[src/hw/rtl/rcfd_pkg.sv]
`timescale 1ns / 1ps

package rcfd_pkg;

   localparam int FRAME_BYTES = 32;
   localparam int POS_W       = $clog2(FRAME_BYTES);
   localparam int CHAN_W      = 12;
   localparam int NUM_CHAN    = 6;
   localparam int CHAN_IDX_W  = $clog2(NUM_CHAN);
   localparam int QDEPTH      = 2;
   localparam int QPTR_W      = $clog2(QDEPTH);
   localparam int QCNT_W      = $clog2(QDEPTH + 1);

   localparam logic [15:0] SUM_INIT      = 16'hffff;
   localparam logic [15:0] SYNC_STAND_IN = 16'd96;
   localparam logic [15:0] SUM_START     = SUM_INIT - SYNC_STAND_IN;

   // byte positions that matter inside a frame
   localparam logic [POS_W-1:0] POS_FIRST_SUM = POS_W'(2);
   localparam logic [POS_W-1:0] POS_LAST_SUM  = POS_W'(FRAME_BYTES - 3);
   localparam logic [POS_W-1:0] POS_FIRST_CH  = POS_W'(2);
   localparam logic [POS_W-1:0] POS_LAST_CH   = POS_W'(13);
   localparam logic [POS_W-1:0] POS_FAILSAFE  = POS_W'(11);
   localparam logic [POS_W-1:0] POS_SUM_LOW   = POS_W'(FRAME_BYTES - 2);
   localparam logic [POS_W-1:0] POS_SUM_HIGH  = POS_W'(FRAME_BYTES - 1);
   localparam logic [POS_W-1:0] POS_CH_BASE   = POS_W'(3);

   typedef struct packed {
      logic [7:0] rx_byte;
      logic       frame_start;
   } req_type;

   typedef struct packed {
      logic [CHAN_W-1:0] right_horizontal;
      logic [CHAN_W-1:0] right_vertical;
      logic [CHAN_W-1:0] left_vertical;
      logic [CHAN_W-1:0] left_horizontal;
      logic [CHAN_W-1:0] switch_a;
      logic [CHAN_W-1:0] switch_c;
      logic [3:0]        failsafe_code;
      logic              failsafe_active;
      logic              checksum_ok;
   } rsp_type;

   // one classified word: data byte and its place in the frame
   typedef struct packed {
      logic [7:0]       data;
      logic [POS_W-1:0] pos;
   } op_type;

   typedef struct packed {
      logic   valid;
      op_type op;
   } push_type;

endpackage

[src/hw/rtl/rc_receiver_frame_decoder_unit.sv]
`timescale 1ns / 1ps

// the word for a frame is loaded into the rsp_ register when the back end pops its last byte from the queue
// throughput: one byte per cycle while the queue is not full and rsp_stall does not hold the back end
// a two-word queue between front and back lets each side stall independently
// reset: position goes idle awaiting a start, checksum to its start value,
// channels and fail-safe nibble cleared, queue and output register emptied
module rc_receiver_frame_decoder_unit (
   input  logic              clock,
   input  logic              reset,
   input  logic              req_valid,
   output logic              req_stall,
   input  rcfd_pkg::req_type req_data,
   output logic              rsp_valid,
   input  logic              rsp_stall,
   output rcfd_pkg::rsp_type rsp_data
);

   rcfd_pkg::push_type push;
   rcfd_pkg::op_type   head;
   logic               q_empty;
   logic               q_full;
   logic               pop;
   logic               accept;

   // stall only on a full queue; with two entries a steady stream sees it only while rsp_stall holds the back end
   assign req_stall = q_full;
   assign accept    = req_valid && !req_stall;

   // front: tracks frame position, drops bytes outside a frame
   rcfd_front u_front (
      .clock    (clock),
      .reset    (reset),
      .accept   (accept),
      .req_data (req_data),
      .push     (push)
   );

   // classified words waiting for the back end
   rcfd_queue u_queue (
      .clock (clock),
      .reset (reset),
      .push  (push),
      .pop   (pop),
      .empty (q_empty),
      .full  (q_full),
      .head  (head)
   );

   // back: checksum, channel capture and the result register
   rcfd_back u_back (
      .clock     (clock),
      .reset     (reset),
      .q_empty   (q_empty),
      .head      (head),
      .pop       (pop),
      .rsp_valid (rsp_valid),
      .rsp_stall (rsp_stall),
      .rsp_data  (rsp_data)
   );

endmodule

[src/hw/rtl/rcfd_front.sv]
`timescale 1ns / 1ps

module rcfd_front (
   input  logic              clock,
   input  logic              reset,
   input  logic              accept,
   input  rcfd_pkg::req_type req_data,
   output rcfd_pkg::push_type push
);

   logic [rcfd_pkg::POS_W:0] pos_ff, pos_in;
   logic                     active;

   assign active = (pos_ff < (rcfd_pkg::POS_W + 1)'(rcfd_pkg::FRAME_BYTES));

   always_comb begin
      pos_in       = pos_ff;
      push.valid   = 1'b0;
      push.op.data = req_data.rx_byte;
      push.op.pos  = pos_ff[rcfd_pkg::POS_W-1:0];
      if (accept) begin
         if (req_data.frame_start) begin
            push.valid  = 1'b1;
            push.op.pos = '0;
            pos_in      = (rcfd_pkg::POS_W + 1)'(1);
         end else if (active) begin
            push.valid = 1'b1;
            pos_in     = pos_ff + (rcfd_pkg::POS_W + 1)'(1);
         end
      end
   end

   always_ff @(posedge clock) begin
      if (reset) begin
         pos_ff <= (rcfd_pkg::POS_W + 1)'(rcfd_pkg::FRAME_BYTES);
      end else begin
         pos_ff <= pos_in;
      end
   end

endmodule

[src/hw/rtl/rcfd_queue.sv]
`timescale 1ns / 1ps

module rcfd_queue (
   input  logic               clock,
   input  logic               reset,
   input  rcfd_pkg::push_type push,
   input  logic               pop,
   output logic               empty,
   output logic               full,
   output rcfd_pkg::op_type   head
);

   rcfd_pkg::op_type             mem_ff [rcfd_pkg::QDEPTH];
   logic [rcfd_pkg::QPTR_W-1:0]  wr_ptr_ff, rd_ptr_ff;
   logic [rcfd_pkg::QCNT_W-1:0]  count_ff;
   logic                         do_pop;

   assign empty  = (count_ff == '0);
   assign full   = (count_ff == rcfd_pkg::QCNT_W'(rcfd_pkg::QDEPTH));
   assign head   = mem_ff[rd_ptr_ff];
   assign do_pop = pop && !empty;

   always_ff @(posedge clock) begin
      if (push.valid) begin
         mem_ff[wr_ptr_ff] <= push.op;
      end
   end

   always_ff @(posedge clock) begin
      if (reset) begin
         wr_ptr_ff <= '0;
         rd_ptr_ff <= '0;
         count_ff  <= '0;
      end else begin
         if (push.valid) begin
            wr_ptr_ff <= wr_ptr_ff + rcfd_pkg::QPTR_W'(1);
         end
         if (do_pop) begin
            rd_ptr_ff <= rd_ptr_ff + rcfd_pkg::QPTR_W'(1);
         end
         case ({push.valid, do_pop})
            2'b10:   count_ff <= count_ff + rcfd_pkg::QCNT_W'(1);
            2'b01:   count_ff <= count_ff - rcfd_pkg::QCNT_W'(1);
            default: count_ff <= count_ff;
         endcase
      end
   end

`ifndef SYNTHESIS
   a_no_overflow: assert property (@(posedge clock) disable iff (reset)
      !(push.valid && full && !do_pop))
      else $error("queue written while full");
   a_count_range: assert property (@(posedge clock) disable iff (reset)
      count_ff <= rcfd_pkg::QCNT_W'(rcfd_pkg::QDEPTH))
      else $error("queue count out of range");
   a_ptr_track: assert property (@(posedge clock) disable iff (reset)
      (empty || full) |-> (wr_ptr_ff == rd_ptr_ff))
      else $error("queue pointers disagree with count");
`endif

endmodule

[src/hw/rtl/rcfd_back.sv]
`timescale 1ns / 1ps

module rcfd_back (
   input  logic              clock,
   input  logic              reset,
   input  logic              q_empty,
   input  rcfd_pkg::op_type  head,
   output logic              pop,
   output logic              rsp_valid,
   input  logic              rsp_stall,
   output rcfd_pkg::rsp_type rsp_data
);

   logic [15:0]                 sum_ff;
   logic [7:0]                  low_hold_ff;
   logic [7:0]                  sum_low_ff;
   logic [rcfd_pkg::CHAN_W-1:0] chan_ff [rcfd_pkg::NUM_CHAN];
   logic [3:0]                  fs_ff;
   logic                        rsp_valid_ff;
   rcfd_pkg::rsp_type           rsp_data_ff;
   logic [rcfd_pkg::POS_W-1:0]  ch_off;
   logic [rcfd_pkg::CHAN_IDX_W-1:0] ch_idx;
   logic                        in_sum, in_ch, is_last;

   assign rsp_valid = rsp_valid_ff;
   assign rsp_data  = rsp_data_ff;
   assign pop       = !q_empty && (!rsp_valid_ff || !rsp_stall);

   assign in_sum  = (head.pos >= rcfd_pkg::POS_FIRST_SUM) && (head.pos <= rcfd_pkg::POS_LAST_SUM);
   assign in_ch   = (head.pos >= rcfd_pkg::POS_FIRST_CH) && (head.pos <= rcfd_pkg::POS_LAST_CH);
   assign is_last = (head.pos == rcfd_pkg::POS_SUM_HIGH);
   assign ch_off  = head.pos - rcfd_pkg::POS_CH_BASE;
   assign ch_idx  = ch_off[rcfd_pkg::CHAN_IDX_W:1];

   // checksum and field capture
   always_ff @(posedge clock) begin
      if (reset) begin
         sum_ff <= rcfd_pkg::SUM_START;
         fs_ff  <= '0;
         for (int i = 0; i < rcfd_pkg::NUM_CHAN; i++) begin
            chan_ff[i] <= '0;
         end
      end else if (pop) begin
         if (head.pos == '0) begin
            sum_ff <= rcfd_pkg::SUM_START;
         end else if (in_sum) begin
            sum_ff <= sum_ff - {8'd0, head.data};
         end
         if (in_ch && head.pos[0]) begin
            chan_ff[ch_idx] <= {head.data[3:0], low_hold_ff};
         end
         if (head.pos == rcfd_pkg::POS_FAILSAFE) begin
            fs_ff <= head.data[7:4];
         end
      end
   end

   always_ff @(posedge clock) begin
      if (pop) begin
         if (in_ch && !head.pos[0]) begin
            low_hold_ff <= head.data;
         end
         if (head.pos == rcfd_pkg::POS_SUM_LOW) begin
            sum_low_ff <= head.data;
         end
      end
   end

   // output register
   always_ff @(posedge clock) begin
      if (reset) begin
         rsp_valid_ff <= 1'b0;
      end else if (pop && is_last) begin
         rsp_valid_ff <= 1'b1;
      end else if (!rsp_stall) begin
         rsp_valid_ff <= 1'b0;
      end
   end

   always_ff @(posedge clock) begin
      if (pop && is_last) begin
         rsp_data_ff.right_horizontal <= chan_ff[0];
         rsp_data_ff.right_vertical   <= chan_ff[1];
         rsp_data_ff.left_vertical    <= chan_ff[2];
         rsp_data_ff.left_horizontal  <= chan_ff[3];
         rsp_data_ff.switch_a         <= chan_ff[4];
         rsp_data_ff.switch_c         <= chan_ff[5];
         rsp_data_ff.failsafe_code    <= fs_ff;
         rsp_data_ff.failsafe_active  <= (fs_ff != 4'd0);
         rsp_data_ff.checksum_ok      <= (sum_ff == {head.data, sum_low_ff});
      end
   end

`ifndef SYNTHESIS
   a_last_gives_rsp: assert property (@(posedge clock) disable iff (reset)
      (pop && is_last) |=> rsp_valid_ff)
      else $error("final byte did not load a word");
   a_no_pop_blocked: assert property (@(posedge clock) disable iff (reset)
      !(pop && rsp_valid_ff && rsp_stall))
      else $error("queue popped while output blocked");
   a_sum_restart: assert property (@(posedge clock) disable iff (reset)
      (pop && head.pos == '0) |=> (sum_ff == rcfd_pkg::SUM_START))
      else $error("checksum not restarted at frame start");
`endif

endmodule
[config.mk]
export PLATFORM = sky130hd
export DESIGN_NAME = rc_receiver_frame_decoder_unit
export DESIGN_NICKNAME = d
export VERILOG_FILES = /design/src/hw/rtl/rcfd_pkg.sv /design/src/hw/rtl/rc_receiver_frame_decoder_unit.sv /design/src/hw/rtl/rcfd_front.sv /design/src/hw/rtl/rcfd_queue.sv /design/src/hw/rtl/rcfd_back.sv
export SDC_FILE = /design/constraint.sdc
export NUM_CORES = 1
export LEC_CHECK = 0
export BUFFER_PORTS_ARGS = -buffer_cell sky130_fd_sc_hd__buf_2
export CAP_MARGIN = 20
export CORE_UTILIZATION = 55
export CTS_BUF_LIST = sky130_fd_sc_hd__clkbuf_8
export DETAILED_ROUTE_END_ITERATION = 10
export PLACE_DENSITY_LB_ADDON = 0.2
export SETUP_SLACK_MARGIN = 0.3
export SYNTH_ARGS = -nofsm -noshare
export SYNTH_HDL_FRONTEND = slang
export SYNTH_SLANG_ARGS = --single-unit
[constraint.sdc]
create_clock -name clock -period 10.67 [get_ports clock]
set_input_delay 1.067 -clock clock [delete_from_list [all_inputs] [get_ports clock]]
set_output_delay 1.067 -clock clock [all_outputs]
set_load 0.02 [all_outputs]
* After elaboration in Yosys (flattened, before gate mapping) *
Memories as Yosys holds them, arrays and structs flattened. A register that Yosys moved wholly into a read port is not among the register bits.
Cells that the tools add are included.

storage, ports and cells
  output and inout bits = 80
  input port bits = 13
  memories kept = 2
  register bits after elaboration = 53
  bits in writable memories = 98

cells by class
  $add $sub $neg = 7
  order comparisons = 4
  muxes and demuxes = 25
  equal/unequal tests = 8
  reductions and logical operators = 26

memory list
  memory          depth  bits a word  read ports  clocked after memory_dff  write ports  RTL line          RTL
  u_back.chan_ff  6      12           6           6                         6            rcfd_back.sv:17   logic [rcfd_pkg::CHAN_W-1:0] chan_ff [rcfd_pkg::NUM_CHAN];
  u_queue.mem_ff  2      13           1           1                         1            rcfd_queue.sv:13  rcfd_pkg::op_type mem_ff [rcfd_pkg::QDEPTH];

operator list
  operator                                                         count
  2-to-1 mux 16 bit                                                2
  == test 16 bit                                                   1
  2-to-1 mux 1 bit                                                 16
  subtractor 16 x 8 -> 16 bit                                      1
  2-to-1 mux 12 bit                                                1
  2-to-1 mux 6 bit                                                 2
  OR reduction 12 bit                                              1
  == test 5 bit (second input constant)                            2
  2-to-1 mux 5 bit                                                 2
  AND reduction 2 bit                                              5
  logical AND 1 bit                                                8
  adder 6 x 1 -> 6 bit (second input constant)                     1
  less-than comparator 6 bit (second input constant)               1
  nonzero test 2 bit                                               3
  == test 5 x 4 -> 1 bit (second input constant)                   1
  >= comparator 5 x 2 -> 1 bit (second input constant)             1
  less-or-equal comparator 5 x 4 -> 1 bit (second input constant)  1
  less-or-equal comparator 5 bit (second input constant)           1
  logical NOT 1 bit                                                5
  logical NOT 5 bit                                                1
  == test 2 bit (second input constant)                            2
  one-hot mux 2 bit (2 select lines)                               1
  nonzero test 4 bit                                               1
  subtractor 4 x 2 -> 4 bit (second input constant)                1
  8 further kinds                                                  9

* Longest topological paths before layout *
  word-level depth = 9
  gate-level depth with buffers = 13
  depth with buffers taken out = 10

* Hierarchy *
From an unflattened synthesis, not the netlist that was laid out.

unflattened totals
  cell total of the unflattened synthesis = 582
  area total of the unflattened synthesis = 8834.7 sq um

by module, submodules not included
  module                          area each (sq um)  cells each  instances  seq. area each (sq um)
  rcfd_back                       7293.2             470         1          5405.2
  rcfd_queue                      1144.8             63          1          880.8
  rcfd_front                      382.9              48          1          120.1
  rc_receiver_frame_decoder_unit  13.8               1           1          0.0

* Worst setup path before layout *
OpenSTA, ideal clock, no wires.

  path type = input -> register
  from = input rsp_stall
  to = register rsp_data[10] (netlist name)
  stages = 4
  setup time = 0.446 ns
  arrival time = 3.305 ns
  data required time = 10.224 ns
  path buffers = 0
  slack = 6.919 ns
  cell sequence = nand2_1 > o21ai_0 > inv_2 > and3_1

between the ends
  word-level cells in the longest chain between the ends = 4

RTL lines
  what                RTL line                              RTL
  start: declaration  rc_receiver_frame_decoder_unit.sv:15  input logic rsp_stall,
  logical NOT 1 bit   rcfd_back.sv:27                       assign pop = !q_empty && (!rsp_valid_ff || !rsp_stall);
  logical OR 1 bit    rcfd_back.sv:27
  logical AND 1 bit   rcfd_back.sv:27
  logical AND 1 bit   rcfd_back.sv:81                       if (pop && is_last) begin

No other way between the ends.
A chain may end at the register's enable or synchronous reset.

==> summary.txt <==
Status
  • Status: finished clean

Detailed routing
  • Vias per cell: roughly 5.4
  • WL final: 16400 um
  • Via count: ~5000
  • Post-route ant nets: 0
  • Residual DRC: 0
  • Violation count after the first detailed-route iteration: 370
  • Mean routed wirelength per cell: approximately 17 um
  • DRT Pass-1 Iters: 5

Clock network
  • Clock transition at path regs: 0.06 ns
  • CTS Sinks: 224
  • CTS Buffer Depth: 3
  • Clock Latency Late Sink: 0.52 ns
  • CTS Hold Bufs: 0
  • Post CTS Setup Buffer Count: 0
  • CTS buffer count: 36
  • Clock root cell: clkbuf_8
  • H-tree lvl count: 2
  • TritonCTS clock tree: built
  • Post-CTS sizing: 0

Timing
  • Final setup vio count: 0
  • Fin. max-slew vios: 0
  • Total negative slack: 0 ns
  • Relative slew slack: 28.6%
  • Post-layout worst setup margin: ~6.7 ns
  • RSZ-0062 raised after global routing: no
  • Fin crit share: 37.0%
  • Final Skew: 0.0238 ns
  • Worst Tran Pin Value: 1.07 ns
  • Hold_ws: 0.414 ns
  • Min Tclk post-route: just under 4 ns
  • Final hold vios: 0
  • Max Freq: about 0.25 GHz

Yosys
  • Syn avg cell area: around 15 um2
  • Synthesized flop and latch total: 224
  • Synth Area in Simple Gates: 13.0%
  • Main flop type after synthesis: edfxtp_1
  • Mapped Nets: 603
  • Multiplexer share of the synthesized area: 1.90%
  • Sequential fraction of the synthesis area: about three quarters
  • Async SR Flop Fraction: 0%
  • Synth Cell Area: 0.00874 mm2
  • Synth Warn #: 0
  • Synth Area in Compound Gates: 5.07%
  • Number of distinct library cells after synthesis: 65
  • Post-Synth XOR/XNOR Area: around 2.7%
  • Largest family of logic cells by synthesized area: simple AND/OR/NAND/NOR gates
  • EDFF count, synth: 192
  • Syn Inst Count: 575
  • Post-synthesis adder-cell area fraction: 2.23%

Worst setup path
  • Kind of critical path: reg -> reg
  • Worst Path Max Fanout: 26
  • Reg2Reg Depth: 8
  • Worst r2r dst: u_back.chan_ff[0][1]
  • Startpoint types: register
  • Crit path DAT: 4.10 ns
  • Kind of end point of the critical path: register
  • Required @ worst endpoint: 10.82 ns
  • R2R setup slack: 6.72 ns

Global route
  • Largest net degree at the start of global routing: 80
  • Number of global-route vias before repair: approximately 5000
  • Initial antenna violation count: 0
  • All-Layer GR Usage: 20.6%
  • First-pass GRT wire length: about 25000 um
  • Grt ovf: 0

Layout
  • Layout Nets: around 730
  • Core Util, Final: 65.6%
  • Layout area overhead: 15.4%
  • Leading cell types in the layout, fill and taps excluded: edfxtp_1 (192), buf_2 (92), and2_1 (48), clkbuf_8 (39)
  • Non-Filler Instances: 937
  • Design Area, Final: between 0.01 and 0.015 mm2
  • Layout cells sized above 1: 22.3%
  • Commonest non-fill, non-tap cell in the layout: edfxtp_1
  • Antenna Cells: 0

Power
  • Cell Pwr Density: 213 mW/mm2
  • Peak supply drop: 165 uV
  • Total power: 2.15 mW
  • Lkg Pwr: between 3 and 4 nW

Placed design
  • Placed cell count: just under 900
  • HPWL after DPL: roughly 11000 um
  • Placer congestion estimate: 0.921
  • Port Buffer Count: 92
  • Place WS: roughly 6.8 ns
  • Post-DP Area: 0.00942 mm2

Die
  • Die Span X: 128 um
  • Die area: between 0.015 and 0.02 mm2
  • Die H: 128 um
  • Row cnt: between 40 and 50
  • Initial core utilization: 56.8%
  • Top Ports: 93
  • Core Region: roughly 0.015 mm2

Worst hold path
  • HP Class: reg -> reg
  • Hold Path Stages: 0
  • Source of the worst hold timing path: u_back.chan_ff[4][1]
  • Hold endpoint: rsp_data[19]

Run
  • MaxCap Viol Count: 0
worst max path at each step:
stage | to | slack [ns] | cells past startpoint
final | u_back.chan_ff[0][1] | 6.72 | 8
after global routing | u_back.sum_ff[11] | 6.45 | 8
after global placement | u_back.chan_ff[0][4] | 6.84 | 8
after detailed placement | u_back.chan_ff[0][6] | 6.76 | 8
after CTS | u_back.chan_ff[0][11] | 6.72 | 8
after floorplan | rsp_data[10] | 6.92 | 4
sequential cells by signal, summed over array words and instances (netlist names), 2 cells and up, named ones only:
register and count:
u_back.sum_ff 16, u_queue.count_ff 2, rsp_data 72, u_front.pos_ff 6, u_back.chan_ff 72, u_back.rsp_data 6, u_queue.mem_ff 26, u_back.fs_ff 4
u_back.sum_low_ff 8, u_back.low_hold_ff 8
cells in the mapped netlist (all sizes together), types with 2 or more instances:
cell type / n / area [um2]
or4: 3 / 22.5
dfxtp: 32 / 641
o21ai: 16 / 80.1
mux2: 2 / 22.5
inv: 20 / 75.1
xnor2: 12 / 113
o211a: 2 / 20.0
nand2: 16 / 60.1
a211oi: 2 / 15.0
buf: 6 / 58.8
o311ai: 2 / 17.5
nand3b: 4 / 30.0
nand3: 10 / 50.1
o22ai: 4 / 31.3
nor4: 8 / 50.1
nor3: 22 / 115
nand2b: 4 / 25.0
mux2i: 14 / 144
o31ai: 3 / 27.5
nand4b: 2 / 17.5
edfxtp: 192 / 5770
a21oi: 13 / 65.1
nor2b: 4 / 25.0
nor3b: 3 / 38.8
or3: 6 / 42.5
and2: 48 / 300
ha: 14 / 175
nor2: 39 / 156
clkbuf: 4 / 15.0
nand4: 9 / 62.6
xor2: 14 / 123
and3: 16 / 100
o31a: 6 / 52.6
o21a: 7 / 52.6
o2111ai: 2 / 17.5
critical path: stages (launching register included):
cell	delay, ns
dfxtp_1	1.02
mux2i_2	0.45
ha_1	0.26
nor4_1	0.09
o22ai_2	0.19
nand4_2	0.18
or3b_1	0.53
or3_4	0.41
nand2_1	0.43
report_power, final:
group / total [mW] / leakage, nW / switching (mW) / internal (mW)
Combinational: 0.424 / 1.36 / 0.258 / 0.166
Sequential: 1.08 / 2.10 / 0.0582 / 1.02
Clock: 0.646 / 0.388 / 0.309 / 0.337
Total: 2.15 / 3.84 / 0.625 / 1.52
layout make-up:
| type | instances | area, um2 |
|---|---|---|
| clock buffers | 39 | 537 |
| clock inverters | 25 | 106 |
| fillers | 1106 | 5290 |
| inverters | 21 | 80.1 |
| multi-input cells | 320 | 2190 |
| flip-flops and latches | 224 | 6410 |
| well taps | 211 | 264 |
| repair buffers | 97 | 498 |
metal layers:
metal	global-route usage (%)	wire length [um]	share of wire, %
met1	25.4	6930	42
met2	35.8	8200	50
met3	4.05	890	5.4
met4	7.96	367	2.2
met5	0	0	0
cell families after synthesis:
kind of cell             after synthesis
AND/OR/NAND/NOR                      199
XOR/XNOR                              26
adder cells (fa/ha/maj)               15
multiplexers                          16
flip-flops                           224
AO/OA/AOI/OAI                         64
buffers and inverters                 31
Power figures use the tool's default switching activity.
